File: config.mk
export PLATFORM = sky130hd
export DESIGN_NAME = chacha20_stream_cipher
export DESIGN_NICKNAME = d
export VERILOG_FILES = /design/src/hw/rtl/chacha_pkg.sv /design/src/hw/rtl/chacha_cfg.sv /design/src/hw/rtl/chacha_qr_half.sv /design/src/hw/rtl/chacha_core.sv /design/src/hw/rtl/chacha20_stream_cipher.sv
export SDC_FILE = /design/constraint.sdc
export NUM_CORES = 2
export LEC_CHECK = 0
export ABC_CLOCK_PERIOD_IN_PS = 31900
export BUFFER_PORTS_ARGS = -buffer_cell sky130_fd_sc_hd__buf_2
export CAP_MARGIN = 20
export CELL_PAD_IN_SITES_DETAIL_PLACEMENT = 0
export CELL_PAD_IN_SITES_GLOBAL_PLACEMENT = 1
export CORE_UTILIZATION = 52
export CTS_CLUSTER_DIAMETER = 200
export DETAILED_ROUTE_END_ITERATION = 7
export GPL_ROUTABILITY_DRIVEN = 1
export GPL_TIMING_DRIVEN = 0
export PLACE_DENSITY_LB_ADDON = 0.1
export SYNTH_ARGS = -nofsm -noshare
export SYNTH_HDL_FRONTEND = slang
export SYNTH_SLANG_ARGS = --single-unit
File: constraint.sdc
create_clock -name clk_i -period 31.9 [get_ports clk_i]
set_clock_uncertainty 0.05 [all_clocks]
set_input_delay 3.19 -clock clk_i [delete_from_list [all_inputs] [get_ports clk_i]]
set_output_delay 3.19 -clock clk_i [all_outputs]
set_load 0.01 [all_outputs]
File: src/hw/rtl/chacha_pkg.sv
// shared types, constants and helper functions for the chacha20 stream cipher
package chacha_pkg;

  localparam int unsigned DOUBLE_ROUNDS = 10;
  localparam int unsigned DR_W          = $clog2(DOUBLE_ROUNDS);

  localparam logic [31:0] SIGMA_0 = 32'h61707865;
  localparam logic [31:0] SIGMA_1 = 32'h3320646e;
  localparam logic [31:0] SIGMA_2 = 32'h79622d32;
  localparam logic [31:0] SIGMA_3 = 32'h6b206574;

  localparam int unsigned ROT_A1 = 16;
  localparam int unsigned ROT_B1 = 12;
  localparam int unsigned ROT_A2 = 8;
  localparam int unsigned ROT_B2 = 7;

  localparam int unsigned CFG_IDX_W = 3;

  typedef enum logic [CFG_IDX_W-1:0] {
    CFG_KEY_0_7     = 3'd0,
    CFG_KEY_8_15    = 3'd1,
    CFG_KEY_16_23   = 3'd2,
    CFG_KEY_24_31   = 3'd3,
    CFG_NONCE_0_7   = 3'd4,
    CFG_NONCE_8_11  = 3'd5,
    CFG_START_CTR   = 3'd6
  } cfg_idx_e;

  typedef enum logic [1:0] {
    ST_IDLE,
    ST_GEN,
    ST_XOR
  } top_state_e;

  typedef enum logic [1:0] {
    CS_IDLE,
    CS_ROUND,
    CS_FINAL
  } core_state_e;

  typedef struct packed {
    logic [63:0] data_word;
    logic [3:0]  valid_bytes;
    logic        last_word;
  } in_item_t;

  typedef struct packed {
    logic [63:0] cipher_word;
    logic [3:0]  out_valid_bytes;
    logic        out_last;
  } out_item_t;

  typedef struct packed {
    logic [3:0][63:0] key;
    logic [63:0]      nonce_lo;
    logic [31:0]      nonce_hi;
    logic [31:0]      start_counter;
  } cfg_t;

  typedef struct packed {
    logic        start;
    logic [31:0] ctr;
  } core_req_t;

  typedef struct packed {
    logic busy;
    logic done;
  } core_rsp_t;

  typedef struct packed {
    logic [31:0] a;
    logic [31:0] b;
    logic [31:0] c;
    logic [31:0] d;
  } qr_quad_t;

  typedef logic [15:0][31:0] st_t;

  // initial block state from key, nonce and block counter
  function automatic st_t chacha_init(cfg_t c, logic [31:0] ctr);
    st_t s;
    s[0] = SIGMA_0;
    s[1] = SIGMA_1;
    s[2] = SIGMA_2;
    s[3] = SIGMA_3;
    for (int i = 0; i < 4; i++) begin
      s[4 + 2*i] = c.key[i][31:0];
      s[5 + 2*i] = c.key[i][63:32];
    end
    s[12] = ctr;
    s[13] = c.nonce_lo[31:0];
    s[14] = c.nonce_lo[63:32];
    s[15] = c.nonce_hi;
    return s;
  endfunction

  // byte count 1..7 keeps the low bytes, anything else keeps all eight
  function automatic logic [63:0] byte_mask(logic [3:0] vb);
    logic [63:0] m;
    for (int i = 0; i < 8; i++) begin
      m[i*8 +: 8] = ((4'(i) < vb) || (vb == 4'd0) || (vb > 4'd8)) ? 8'hFF : 8'h00;
    end
    return m;
  endfunction

endpackage

File: src/hw/rtl/chacha_cfg.sv
// configuration register file for key, nonce and start counter
module chacha_cfg (
  input  logic                              clk_i,
  input  logic                              rst_ni,
  input  logic                              cfg_we_i,
  input  logic [chacha_pkg::CFG_IDX_W-1:0]  cfg_idx_i,
  input  logic [63:0]                       cfg_wdata_i,
  output chacha_pkg::cfg_t                  cfg_o
);

  chacha_pkg::cfg_t cfg_q, cfg_d;

  always_comb begin
    cfg_d = cfg_q;
    if (cfg_we_i) begin
      unique case (cfg_idx_i)
        chacha_pkg::CFG_KEY_0_7:    cfg_d.key[0]        = cfg_wdata_i;
        chacha_pkg::CFG_KEY_8_15:   cfg_d.key[1]        = cfg_wdata_i;
        chacha_pkg::CFG_KEY_16_23:  cfg_d.key[2]        = cfg_wdata_i;
        chacha_pkg::CFG_KEY_24_31:  cfg_d.key[3]        = cfg_wdata_i;
        chacha_pkg::CFG_NONCE_0_7:  cfg_d.nonce_lo      = cfg_wdata_i;
        chacha_pkg::CFG_NONCE_8_11: cfg_d.nonce_hi      = cfg_wdata_i[31:0];
        chacha_pkg::CFG_START_CTR:  cfg_d.start_counter = cfg_wdata_i[31:0];
        default: ;
      endcase
    end
  end

  always_ff @(posedge clk_i or negedge rst_ni) begin
    if (!rst_ni) begin
      cfg_q <= '{key: '0, nonce_lo: '0, nonce_hi: '0, start_counter: 32'd1};
    end else begin
      cfg_q <= cfg_d;
    end
  end

  assign cfg_o = cfg_q;

endmodule

File: src/hw/rtl/chacha_qr_half.sv
// half of a quarter round: two add, xor, rotate steps
module chacha_qr_half (
  input  chacha_pkg::qr_quad_t q_i,
  input  logic                 second_i,
  output chacha_pkg::qr_quad_t q_o
);

  logic [31:0] a_n, b_x, c_n, d_x, d_n, b_n;

  always_comb begin
    a_n = q_i.a + q_i.b;
    d_x = q_i.d ^ a_n;
    d_n = second_i ? {d_x[31-chacha_pkg::ROT_A2:0], d_x[31:32-chacha_pkg::ROT_A2]}
                   : {d_x[31-chacha_pkg::ROT_A1:0], d_x[31:32-chacha_pkg::ROT_A1]};
    c_n = q_i.c + d_n;
    b_x = q_i.b ^ c_n;
    b_n = second_i ? {b_x[31-chacha_pkg::ROT_B2:0], b_x[31:32-chacha_pkg::ROT_B2]}
                   : {b_x[31-chacha_pkg::ROT_B1:0], b_x[31:32-chacha_pkg::ROT_B1]};
    q_o = '{a: a_n, b: b_n, c: c_n, d: d_n};
  end

endmodule

File: src/hw/rtl/chacha_core.sv
// keystream block generator: sequencer around one shared half quarter round unit
module chacha_core (
  input  logic                  clk_i,
  input  logic                  rst_ni,
  input  chacha_pkg::cfg_t      cfg_i,
  input  chacha_pkg::core_req_t req_i,
  output chacha_pkg::core_rsp_t rsp_o,
  input  logic [2:0]            rd_idx_i,
  output logic [63:0]           ks_word_o
);

  chacha_pkg::core_state_e state_q, state_d;

  chacha_pkg::st_t         st_q, st_d, upd, rot, init;
  logic [31:0]             ctr_q;
  logic                    half_q;
  logic [2:0]              qr_q;
  logic [chacha_pkg::DR_W-1:0] dr_q;
  logic [7:0][63:0]        ks_q;
  logic [1:0]              amt [4];
  logic [1:0]              col;
  logic                    last_step;

  chacha_pkg::qr_quad_t    qin, qout;

  // the unit always works on column zero of the row-major state
  assign qin = '{a: st_q[0], b: st_q[4], c: st_q[8], d: st_q[12]};

  chacha_qr_half u_qr (
    .q_i      (qin),
    .second_i (half_q),
    .q_o      (qout)
  );

  assign init      = chacha_pkg::chacha_init(cfg_i, ctr_q);
  assign last_step = half_q && (qr_q == 3'd7) &&
                     (dr_q == chacha_pkg::DR_W'(chacha_pkg::DOUBLE_ROUNDS - 1));

  // row rotations bring the next column or diagonal into column zero
  always_comb begin
    for (int r = 0; r < 4; r++) begin
      if (!half_q)           amt[r] = 2'd0;
      else if (qr_q == 3'd3) amt[r] = 2'(r + 1);
      else if (qr_q == 3'd7) amt[r] = 2'(5 - r);
      else                   amt[r] = 2'd1;
    end
    upd     = st_q;
    upd[0]  = qout.a;
    upd[4]  = qout.b;
    upd[8]  = qout.c;
    upd[12] = qout.d;
    for (int r = 0; r < 4; r++) begin
      for (int j = 0; j < 4; j++) begin
        col = 2'(j) + amt[r];
        rot[{2'(r), 2'(j)}] = upd[{2'(r), col}];
      end
    end
  end

  always_comb begin
    state_d = state_q;
    unique case (state_q)
      chacha_pkg::CS_IDLE:  if (req_i.start) state_d = chacha_pkg::CS_ROUND;
      chacha_pkg::CS_ROUND: if (last_step)   state_d = chacha_pkg::CS_FINAL;
      chacha_pkg::CS_FINAL: state_d = chacha_pkg::CS_IDLE;
      default:              state_d = chacha_pkg::CS_IDLE;
    endcase
  end

  always_comb begin
    rsp_o.busy = (state_q != chacha_pkg::CS_IDLE);
    rsp_o.done = (state_q == chacha_pkg::CS_FINAL);
  end

  always_comb begin
    st_d = st_q;
    if (state_q == chacha_pkg::CS_IDLE && req_i.start) begin
      st_d = chacha_pkg::chacha_init(cfg_i, req_i.ctr);
    end else if (state_q == chacha_pkg::CS_ROUND) begin
      st_d = rot;
    end
  end

  always_ff @(posedge clk_i or negedge rst_ni) begin
    if (!rst_ni) begin
      state_q <= chacha_pkg::CS_IDLE;
      half_q  <= 1'b0;
      qr_q    <= '0;
      dr_q    <= '0;
    end else begin
      state_q <= state_d;
      if (state_q == chacha_pkg::CS_IDLE) begin
        half_q <= 1'b0;
        qr_q   <= '0;
        dr_q   <= '0;
      end else if (state_q == chacha_pkg::CS_ROUND) begin
        half_q <= ~half_q;
        if (half_q) begin
          qr_q <= qr_q + 3'd1;
          if (qr_q == 3'd7) dr_q <= dr_q + chacha_pkg::DR_W'(1);
        end
      end
    end
  end

  // payload registers, no reset
  always_ff @(posedge clk_i) begin
    st_q <= st_d;
    if (state_q == chacha_pkg::CS_IDLE && req_i.start) ctr_q <= req_i.ctr;
    if (state_q == chacha_pkg::CS_FINAL) begin
      // feed-forward add of the initial state
      for (int k = 0; k < 8; k++) begin
        ks_q[k] <= {st_q[2*k+1] + init[2*k+1], st_q[2*k] + init[2*k]};
      end
    end
  end

  assign ks_word_o = ks_q[rd_idx_i];

endmodule

File: src/hw/rtl/chacha20_stream_cipher.sv
// top level of the chacha20 stream cipher: word sequencing, xor and output register
//
// usage:
//   in channel (in_valid_i / in_ready_o / in_data_i) carries 64-bit message words,
//   first byte in bits 7:0, with a last flag and a byte count for the final word
//   out channel (out_valid_o / out_ready_i / out_data_o) returns one word per input
//   word, data xor keystream, bytes beyond the count forced to zero
//   config port (cfg_we_i / cfg_idx_i / cfg_wdata_i) writes key, nonce and the
//   start counter in one cycle; write only while no word is in flight
// timing:
//   the first word of each 64-byte block waits for a keystream block: one load
//   cycle, 160 cycles of the shared half quarter round unit (10 double rounds of
//   16 half steps each), one feed-forward cycle and one xor cycle, about 163 cycles
//   the other seven words of a block take 2 cycles each (transfer, then xor)
//   so a full block of eight words takes about 177 cycles
// reset clears the message state; the next word starts a new message and loads
// the counter from start_counter (1 after reset)
// a stalled receiver holds the result in the output register; one more word can
// be taken and processed, then in_ready_o stays low until the register drains
module chacha20_stream_cipher (
  input  logic                             clk_i,
  input  logic                             rst_ni,
  input  logic                             cfg_we_i,
  input  logic [chacha_pkg::CFG_IDX_W-1:0] cfg_idx_i,
  input  logic [63:0]                      cfg_wdata_i,
  input  logic                             in_valid_i,
  output logic                             in_ready_o,
  input  chacha_pkg::in_item_t             in_data_i,
  output logic                             out_valid_o,
  input  logic                             out_ready_i,
  output chacha_pkg::out_item_t            out_data_o
);

  chacha_pkg::top_state_e state_q, state_d;

  chacha_pkg::cfg_t       cfg;
  chacha_pkg::core_req_t  core_req;
  chacha_pkg::core_rsp_t  core_rsp;
  logic [63:0]            ks_word;

  chacha_pkg::in_item_t   item_q;
  chacha_pkg::out_item_t  out_q, out_d;
  logic                   out_valid_q;
  logic [2:0]             pos_q, pos_eff;
  logic                   in_msg_q;
  logic [31:0]            block_count_q;
  logic                   in_fire, out_free, out_load, need_block;
  logic [3:0]             vb_eff;

  chacha_cfg u_cfg (
    .clk_i       (clk_i),
    .rst_ni      (rst_ni),
    .cfg_we_i    (cfg_we_i),
    .cfg_idx_i   (cfg_idx_i),
    .cfg_wdata_i (cfg_wdata_i),
    .cfg_o       (cfg)
  );

  chacha_core u_core (
    .clk_i     (clk_i),
    .rst_ni    (rst_ni),
    .cfg_i     (cfg),
    .req_i     (core_req),
    .rsp_o     (core_rsp),
    .rd_idx_i  (pos_q),
    .ks_word_o (ks_word)
  );

  // a new message always starts at word zero of a fresh block
  assign pos_eff    = in_msg_q ? pos_q : 3'd0;
  assign need_block = (pos_eff == 3'd0);
  assign in_fire    = in_valid_i && in_ready_o;
  assign out_free   = !out_valid_q || out_ready_i;

  always_comb begin
    state_d = state_q;
    unique case (state_q)
      chacha_pkg::ST_IDLE: if (in_fire) state_d = need_block ? chacha_pkg::ST_GEN
                                                            : chacha_pkg::ST_XOR;
      chacha_pkg::ST_GEN:  if (core_rsp.done) state_d = chacha_pkg::ST_XOR;
      chacha_pkg::ST_XOR:  if (out_free) state_d = chacha_pkg::ST_IDLE;
      default:             state_d = chacha_pkg::ST_IDLE;
    endcase
  end

  always_comb begin
    in_ready_o     = (state_q == chacha_pkg::ST_IDLE);
    out_load       = (state_q == chacha_pkg::ST_XOR) && out_free;
    core_req.start = in_fire && need_block;
    // counter reloads from config at a message start
    core_req.ctr   = in_msg_q ? block_count_q : cfg.start_counter;
  end

  // result word: a byte count only counts on the last word, bad counts mean eight
  always_comb begin
    vb_eff = 4'd8;
    if (item_q.last_word && item_q.valid_bytes != 4'd0 && item_q.valid_bytes <= 4'd8) begin
      vb_eff = item_q.valid_bytes;
    end
    out_d.cipher_word     = (item_q.data_word ^ ks_word) & chacha_pkg::byte_mask(vb_eff);
    out_d.out_valid_bytes = vb_eff;
    out_d.out_last        = item_q.last_word;
  end

  always_ff @(posedge clk_i or negedge rst_ni) begin
    if (!rst_ni) begin
      state_q       <= chacha_pkg::ST_IDLE;
      out_valid_q   <= 1'b0;
      pos_q         <= 3'd0;
      in_msg_q      <= 1'b0;
      block_count_q <= 32'd0;
    end else begin
      state_q <= state_d;
      if (in_fire) begin
        pos_q <= pos_eff;
        if (need_block) block_count_q <= core_req.ctr + 32'd1;
      end
      if (out_load) begin
        out_valid_q <= 1'b1;
        if (item_q.last_word) begin
          pos_q    <= 3'd0;
          in_msg_q <= 1'b0;
        end else begin
          pos_q    <= pos_q + 3'd1;
          in_msg_q <= 1'b1;
        end
      end else if (out_ready_i) begin
        out_valid_q <= 1'b0;
      end
    end
  end

  always_ff @(posedge clk_i) begin
    if (in_fire)  item_q <= in_data_i;
    if (out_load) out_q  <= out_d;
  end

  assign out_valid_o = out_valid_q;
  assign out_data_o  = out_q;

endmodule

== Word-level counts from Yosys, hierarchy flattened ==
Index checks and enable logic that the tools add are counted.
Cells by class
  equal/unequal tests: 18
  order comparisons: 27
  add/sub/neg operators: 34
  mux-type cells: 82
  reductions and logical operators: 50
  bitwise gates (word level): 5
Operator list (count)
  $bmux 32 s2: 16
  $mux 512: 2
  $mux 32: 19
  $add 32x32->32: 14
  $bmux 64 s3: 1
  $add 32x31->32 const B: 3
  $and 64x64->64: 1
  $mux 64: 1
  $mux 8: 8
  $xor 32x32->32: 2
  $xor 64x64->64: 1
  $lt 4x5->1 const B: 8
  $add 32x1->32 const B: 1
  $add 32x30->32 const B: 1
  $mux 2: 14
  $mux 3: 7
  $lt 3x5->1 const B: 4
  $mux 4: 5
  $reduce_and 2->1: 10
  $logic_or 1x1->1: 17
  $lt 3x4->1 const A: 4
  $lt 2x5->1 const B: 3
  $add 2x2->2 const A: 6
  $eq 3x3->1 const B: 4
  30 further kinds: 64
Word-level totals
  bits of input ports: 141
  output and inout port bits: 71
  register bits after elaboration: 1627
  logic and storage cells: 263

== Depth between registers and ports, before layout ==
  depth in word-level cells: 10
  depth in mapped cells: 27
  depth with buffers taken out: 27

== Cells and area by module ==
From an unflattened synthesis, not the netlist that was laid out.
Second synthesis, totals
  cell total of the unflattened synthesis: 8607
  area, all modules: 95606.7 µm²
Modules (own cells, without submodules)
  chacha_core: cells each 6511, area an instance 68375.6 µm², seq. area each 30679.4 µm², instances 1
  chacha_cfg: cells each 816, area an instance 14340.0 µm², seq. area each 9610.5 µm², instances 1
  chacha20_stream_cipher: cells each 598, area an instance 7993.9 µm², seq. area each 5119.9 µm², instances 1
  chacha_qr_half: cells each 682, area an instance 4897.2 µm², seq. area each 0.0 µm², instances 1

== Worst setup path before layout ==
OpenSTA, ideal clock, no wires.
  path type: reg-to-reg
  start point: register u_core.state_q[1]
  end point: register state_q[0]
  required time: 30791 ps
  slack: 6218 ps
  cell stages (with the launch flop): 4
  buffers on the path: 1
  library setup time: 1059 ps
  arrival: 24573 ps
  path through: dfrtp_1 > clkbuf_1 > nor2b_1 > o21ai_0
On the way
  cells in the longest elaborated chain, start to end: 3
RTL lines
  start: declaration: RTL line chacha_core.sv:12  | chacha_pkg::core_state_e state_q, state_d;
  start signal: assignment: RTL line chacha_core.sv:86  | state_q <= chacha_pkg::CS_IDLE;
  start signal: assignment: RTL line chacha_core.sv:91  | state_q <= state_d;
  $eq 2x2->1: RTL line chacha_core.sv:72  | rsp_o.done = (state_q == chacha_pkg::CS_FINAL);
  $ne 2x2->1 (no source line)
  $reduce_and 3->1 (no source line)
  end signal: assignment: RTL line chacha20_stream_cipher.sv:107  | state_q <= chacha_pkg::ST_IDLE;
  end signal: assignment: RTL line chacha20_stream_cipher.sv:113  | state_q <= state_d;
  end: declaration: RTL line chacha20_stream_cipher.sv:34  | chacha_pkg::top_state_e state_q, state_d;
No other way between the ends.
A chain may end at the register's enable or synchronous reset.

==> run metrics <==
worst reg-to-reg path cell count=26; Yosys Warn Count=0; most common cell after layout, fill and taps aside=edfxtp_1; startpoint types=flop; max_cap viols=0; sequential power share=0.410; Switching Power=0.00204 W; RSZ-0062 raised after global routing=false; pre-CTS setup slack=about 23 ns; Root Driver=clkbuf_16; Area Overhead vs Synth=13.7%; Seq/Total Area, Yosys=0.485; Cell Pwr Density=59.3 nW/um2; Routed WL per cell=around 41 um; Synth Flop Type=edfxtp_1; reg2reg setup slack=~22 ns; Clock Sinks=between 1500 and 2000; CTS Buf Count=between 150 and 200; Peak supply drop=between 50 and 60 uV; Vias=82118; die area=around 180000 um2; Int Pwr=0.00428 W; sum of buffers and inverters on the critical path=1; average size of a mapped cell=approximately 11 um2; slowest stage delay, CP=0.89 ns; arrival time of the worst setup path=around 11 ns; final net count=~9800; # rows=155; Crit. End Element=flop; Gate power share=0.242; Least-Margin Pin Slew=roughly 1.4 ns; first-pass GRT wire length=roughly 630000 um; Seq cells post-synth=~1600; post-CTS sizing=0; hold buffers post-CTS=0; Tcrit/Tclk final=0.317; CP max-delay cell=xor2_1; clock power share=0.349; crit-path leading delay family=compound AO/OA/AOI/OAI gates; sw frac=0.322; Max Slew Vio Count=0; CP max FO=5; critical path type=flop to flop; Cell variety after synth=99; CTS tree=done; num ports=roughly 210; syn_nets=9252; Clock Latency Late Sink=just over 0.9 ns; Post-route DRC=2; EDFF count, synth=roughly 1100; vias in the first global route=76229; area leader, netlist=edfxtp_1; share of cells above drive strength 1=0.141; DR pass1 iterations=8; HP Class=flop to flop; initial antenna violation count=95; reg2reg start=u_core.qin[64]; DP HPWL=between 300000 and 400000 um; Async S/R FF share, synth=0.266; hold path cells=2; Leakage=around 42 nW; FILL cells=between 10000 and 15000; RePlAce Congestion=~1.1; Post-Syn Area=roughly 94000 um2; Post-Syn Instances=just under 9000; setup slack after layout=about 22 ns; top cell type's share of synthesized area=0.342; clock-pin transition on the worst setup and hold timing paths=about 0.06 ns; slew margin rel.=0.0763; Global Route Usage Sum=0.520; post-CTS setup buffers=0; r2r endpoint=u_core.st_q[192]; worst hold start=block_count_q[11]; initial core utilization=0.524; final hold slack=between 0.4 and 0.5 ns; initial DRC count=about 12000; failing checks=design-rule violations; core footprint=around 180000 um2; Peak Freq=0.0989 GHz; CTS H-tree lvls=4; post-layout util=0.596; WL final=481000 um; min Tclk post-route=10.11 ns; Vias/cell=roughly 7; Synth area leaders=edfxtp_1 (34%), dfrtp_1 (12%), ha_1 (6.1%), mux2_2 (4.6%), nand2_1 (4.1%); PortBufs=between 200 and 250; final hold vios=0; most frequent cells in the layout=edfxtp_1 (1066), nand2_1 (1015), a21oi_1 (703); status=finished with violations; overall power=0.00632 W; die width=~430 um; WP data required=about 32 ns; Final setup viols=0; Post-DRT Antenna Nets=0; pin count of the biggest net entering global routing=roughly 110; Die Ht=~430 um; worst min-delay path endpoint=block_count_q[11]; CTS max path bufs=3; grt total ovfl=0
power by group through the flow:
stage	Sequential, W	Clock (W)	Combinational [W]
3_3_place_gp	0.00262	0	0.00141
2_1_floorplan	0.00257	0	0.000947
6_report	0.00259	0.00220	0.00153
3_5_place_dp	0.00262	0	0.00145
5_1_grt	0.00260	0.00226	0.00159
4_1_cts	0.00258	0.00219	0.00146
synth_stat cells, drive strengths merged (55+ instances only):
library cell / n
edfxtp: 1066
dfxtp: 128
clkbuf: 328
a31oi: 55
o21a: 55
mux2: 383
mux4: 136
nand2b: 79
nor2b: 75
nor2: 636
xnor2: 413
o211ai: 72
nor3: 98
a21oi: 705
ha: 453
dfrtp: 432
a21o: 192
buf: 69
nand2: 1015
xor2: 219
inv: 215
nand3: 178
mux2i: 341
a32o: 78
o21ai: 549
o21bai: 61
tightest hold or removal path, cell delays in order (launching register included):
cell and delay [ns]:
dfrtp_1 0.34, nand2_1 0.05, o21ai_0 0.06
sequential cells by signal (all words and copies together), names as in the netlist, named ones only:
signal,flops
u_core.state_q,2
u_core.ks_q,512
out_valid_o,1
state_q,2
item_q,69
in_msg_q,1
u_core.qin,128
u_cfg.cfg_o,384
block_count_q,32
u_core.ctr_q,32
out_data_o,69
u_core.dr_q,4
pos_q,3
u_core.half_q,1
u_core.st_q,326
u_core.qr_q,3
routing by layer:
layer | wire, um | share of wire | global-route usage | vias up
met1 | 162000 | 0.34 | 0.600 | 40384
met5 | 324 | 0.00067 | 0 | -
met3 | 68100 | 0.14 | 0.211 | 1915
li1 | - | - | - | 33085
met2 | 199000 | 0.41 | 0.744 | 6702
met4 | 51100 | 0.11 | 0.458 | 32
area by class of cell:
cell class	instances	area, um2	area share
antenna	54	135	0.00127
buffer	397	1600	0.0150
clock buffer	243	5010	0.0471
clock inverter	96	1070	0.0100
inverter	216	821	0.00770
multi-input combinational	6404	46000	0.432
sequential	1627	45400	0.426
tap	2355	2950	0.0277
timing repair buffer	370	3520	0.0330
worst max-delay path by stage:
stage                            from          endpoint  slack, ns  depth (start not counted)
finish                 u_core.qin[64]  u_core.st_q[192]      21.79                         26
global route           u_core.qin[64]  u_core.st_q[160]      22.01                         26
CTS                    u_core.qin[65]  u_core.st_q[192]      22.48                         24
detailed placement     u_core.qin[64]  u_core.st_q[192]      22.52                         27
global placement    u_core.state_q[1]        state_q[0]      -7.01                          3
floorplan           u_core.state_q[1]        state_q[0]       6.22                          3
per-stage QoR:
step | TNS [ns] | cell area [um2] | cells
after floorplan | 0 | 93700 | 8644
after global placement | -2553.49 | 97700 | 11208
after detailed placement | 0 | 100000 | 11346
after CTS | 0 | 106000 | 11685
after global routing | 0 | 106000 | 11716
final | 0 | 107000 | 11762
cells by family (layout without fill, tap and decap cells):
group                    count (synthesis)  in the layout  share of synthesized area
XOR/XNOR                               637            637                     0.0606
AO/OA/AOI/OAI                         2151           2151                      0.145
AND/OR/NAND/NOR                       2289           2289                      0.106
flip-flops                            1627           1627                      0.485
adder cells (fa/ha/maj)                467            467                     0.0635
other                                    0             54                          0
multiplexers                           860            860                      0.115
buffers and inverters                  613           1322                     0.0247
(Power assumes the default switching activity.)
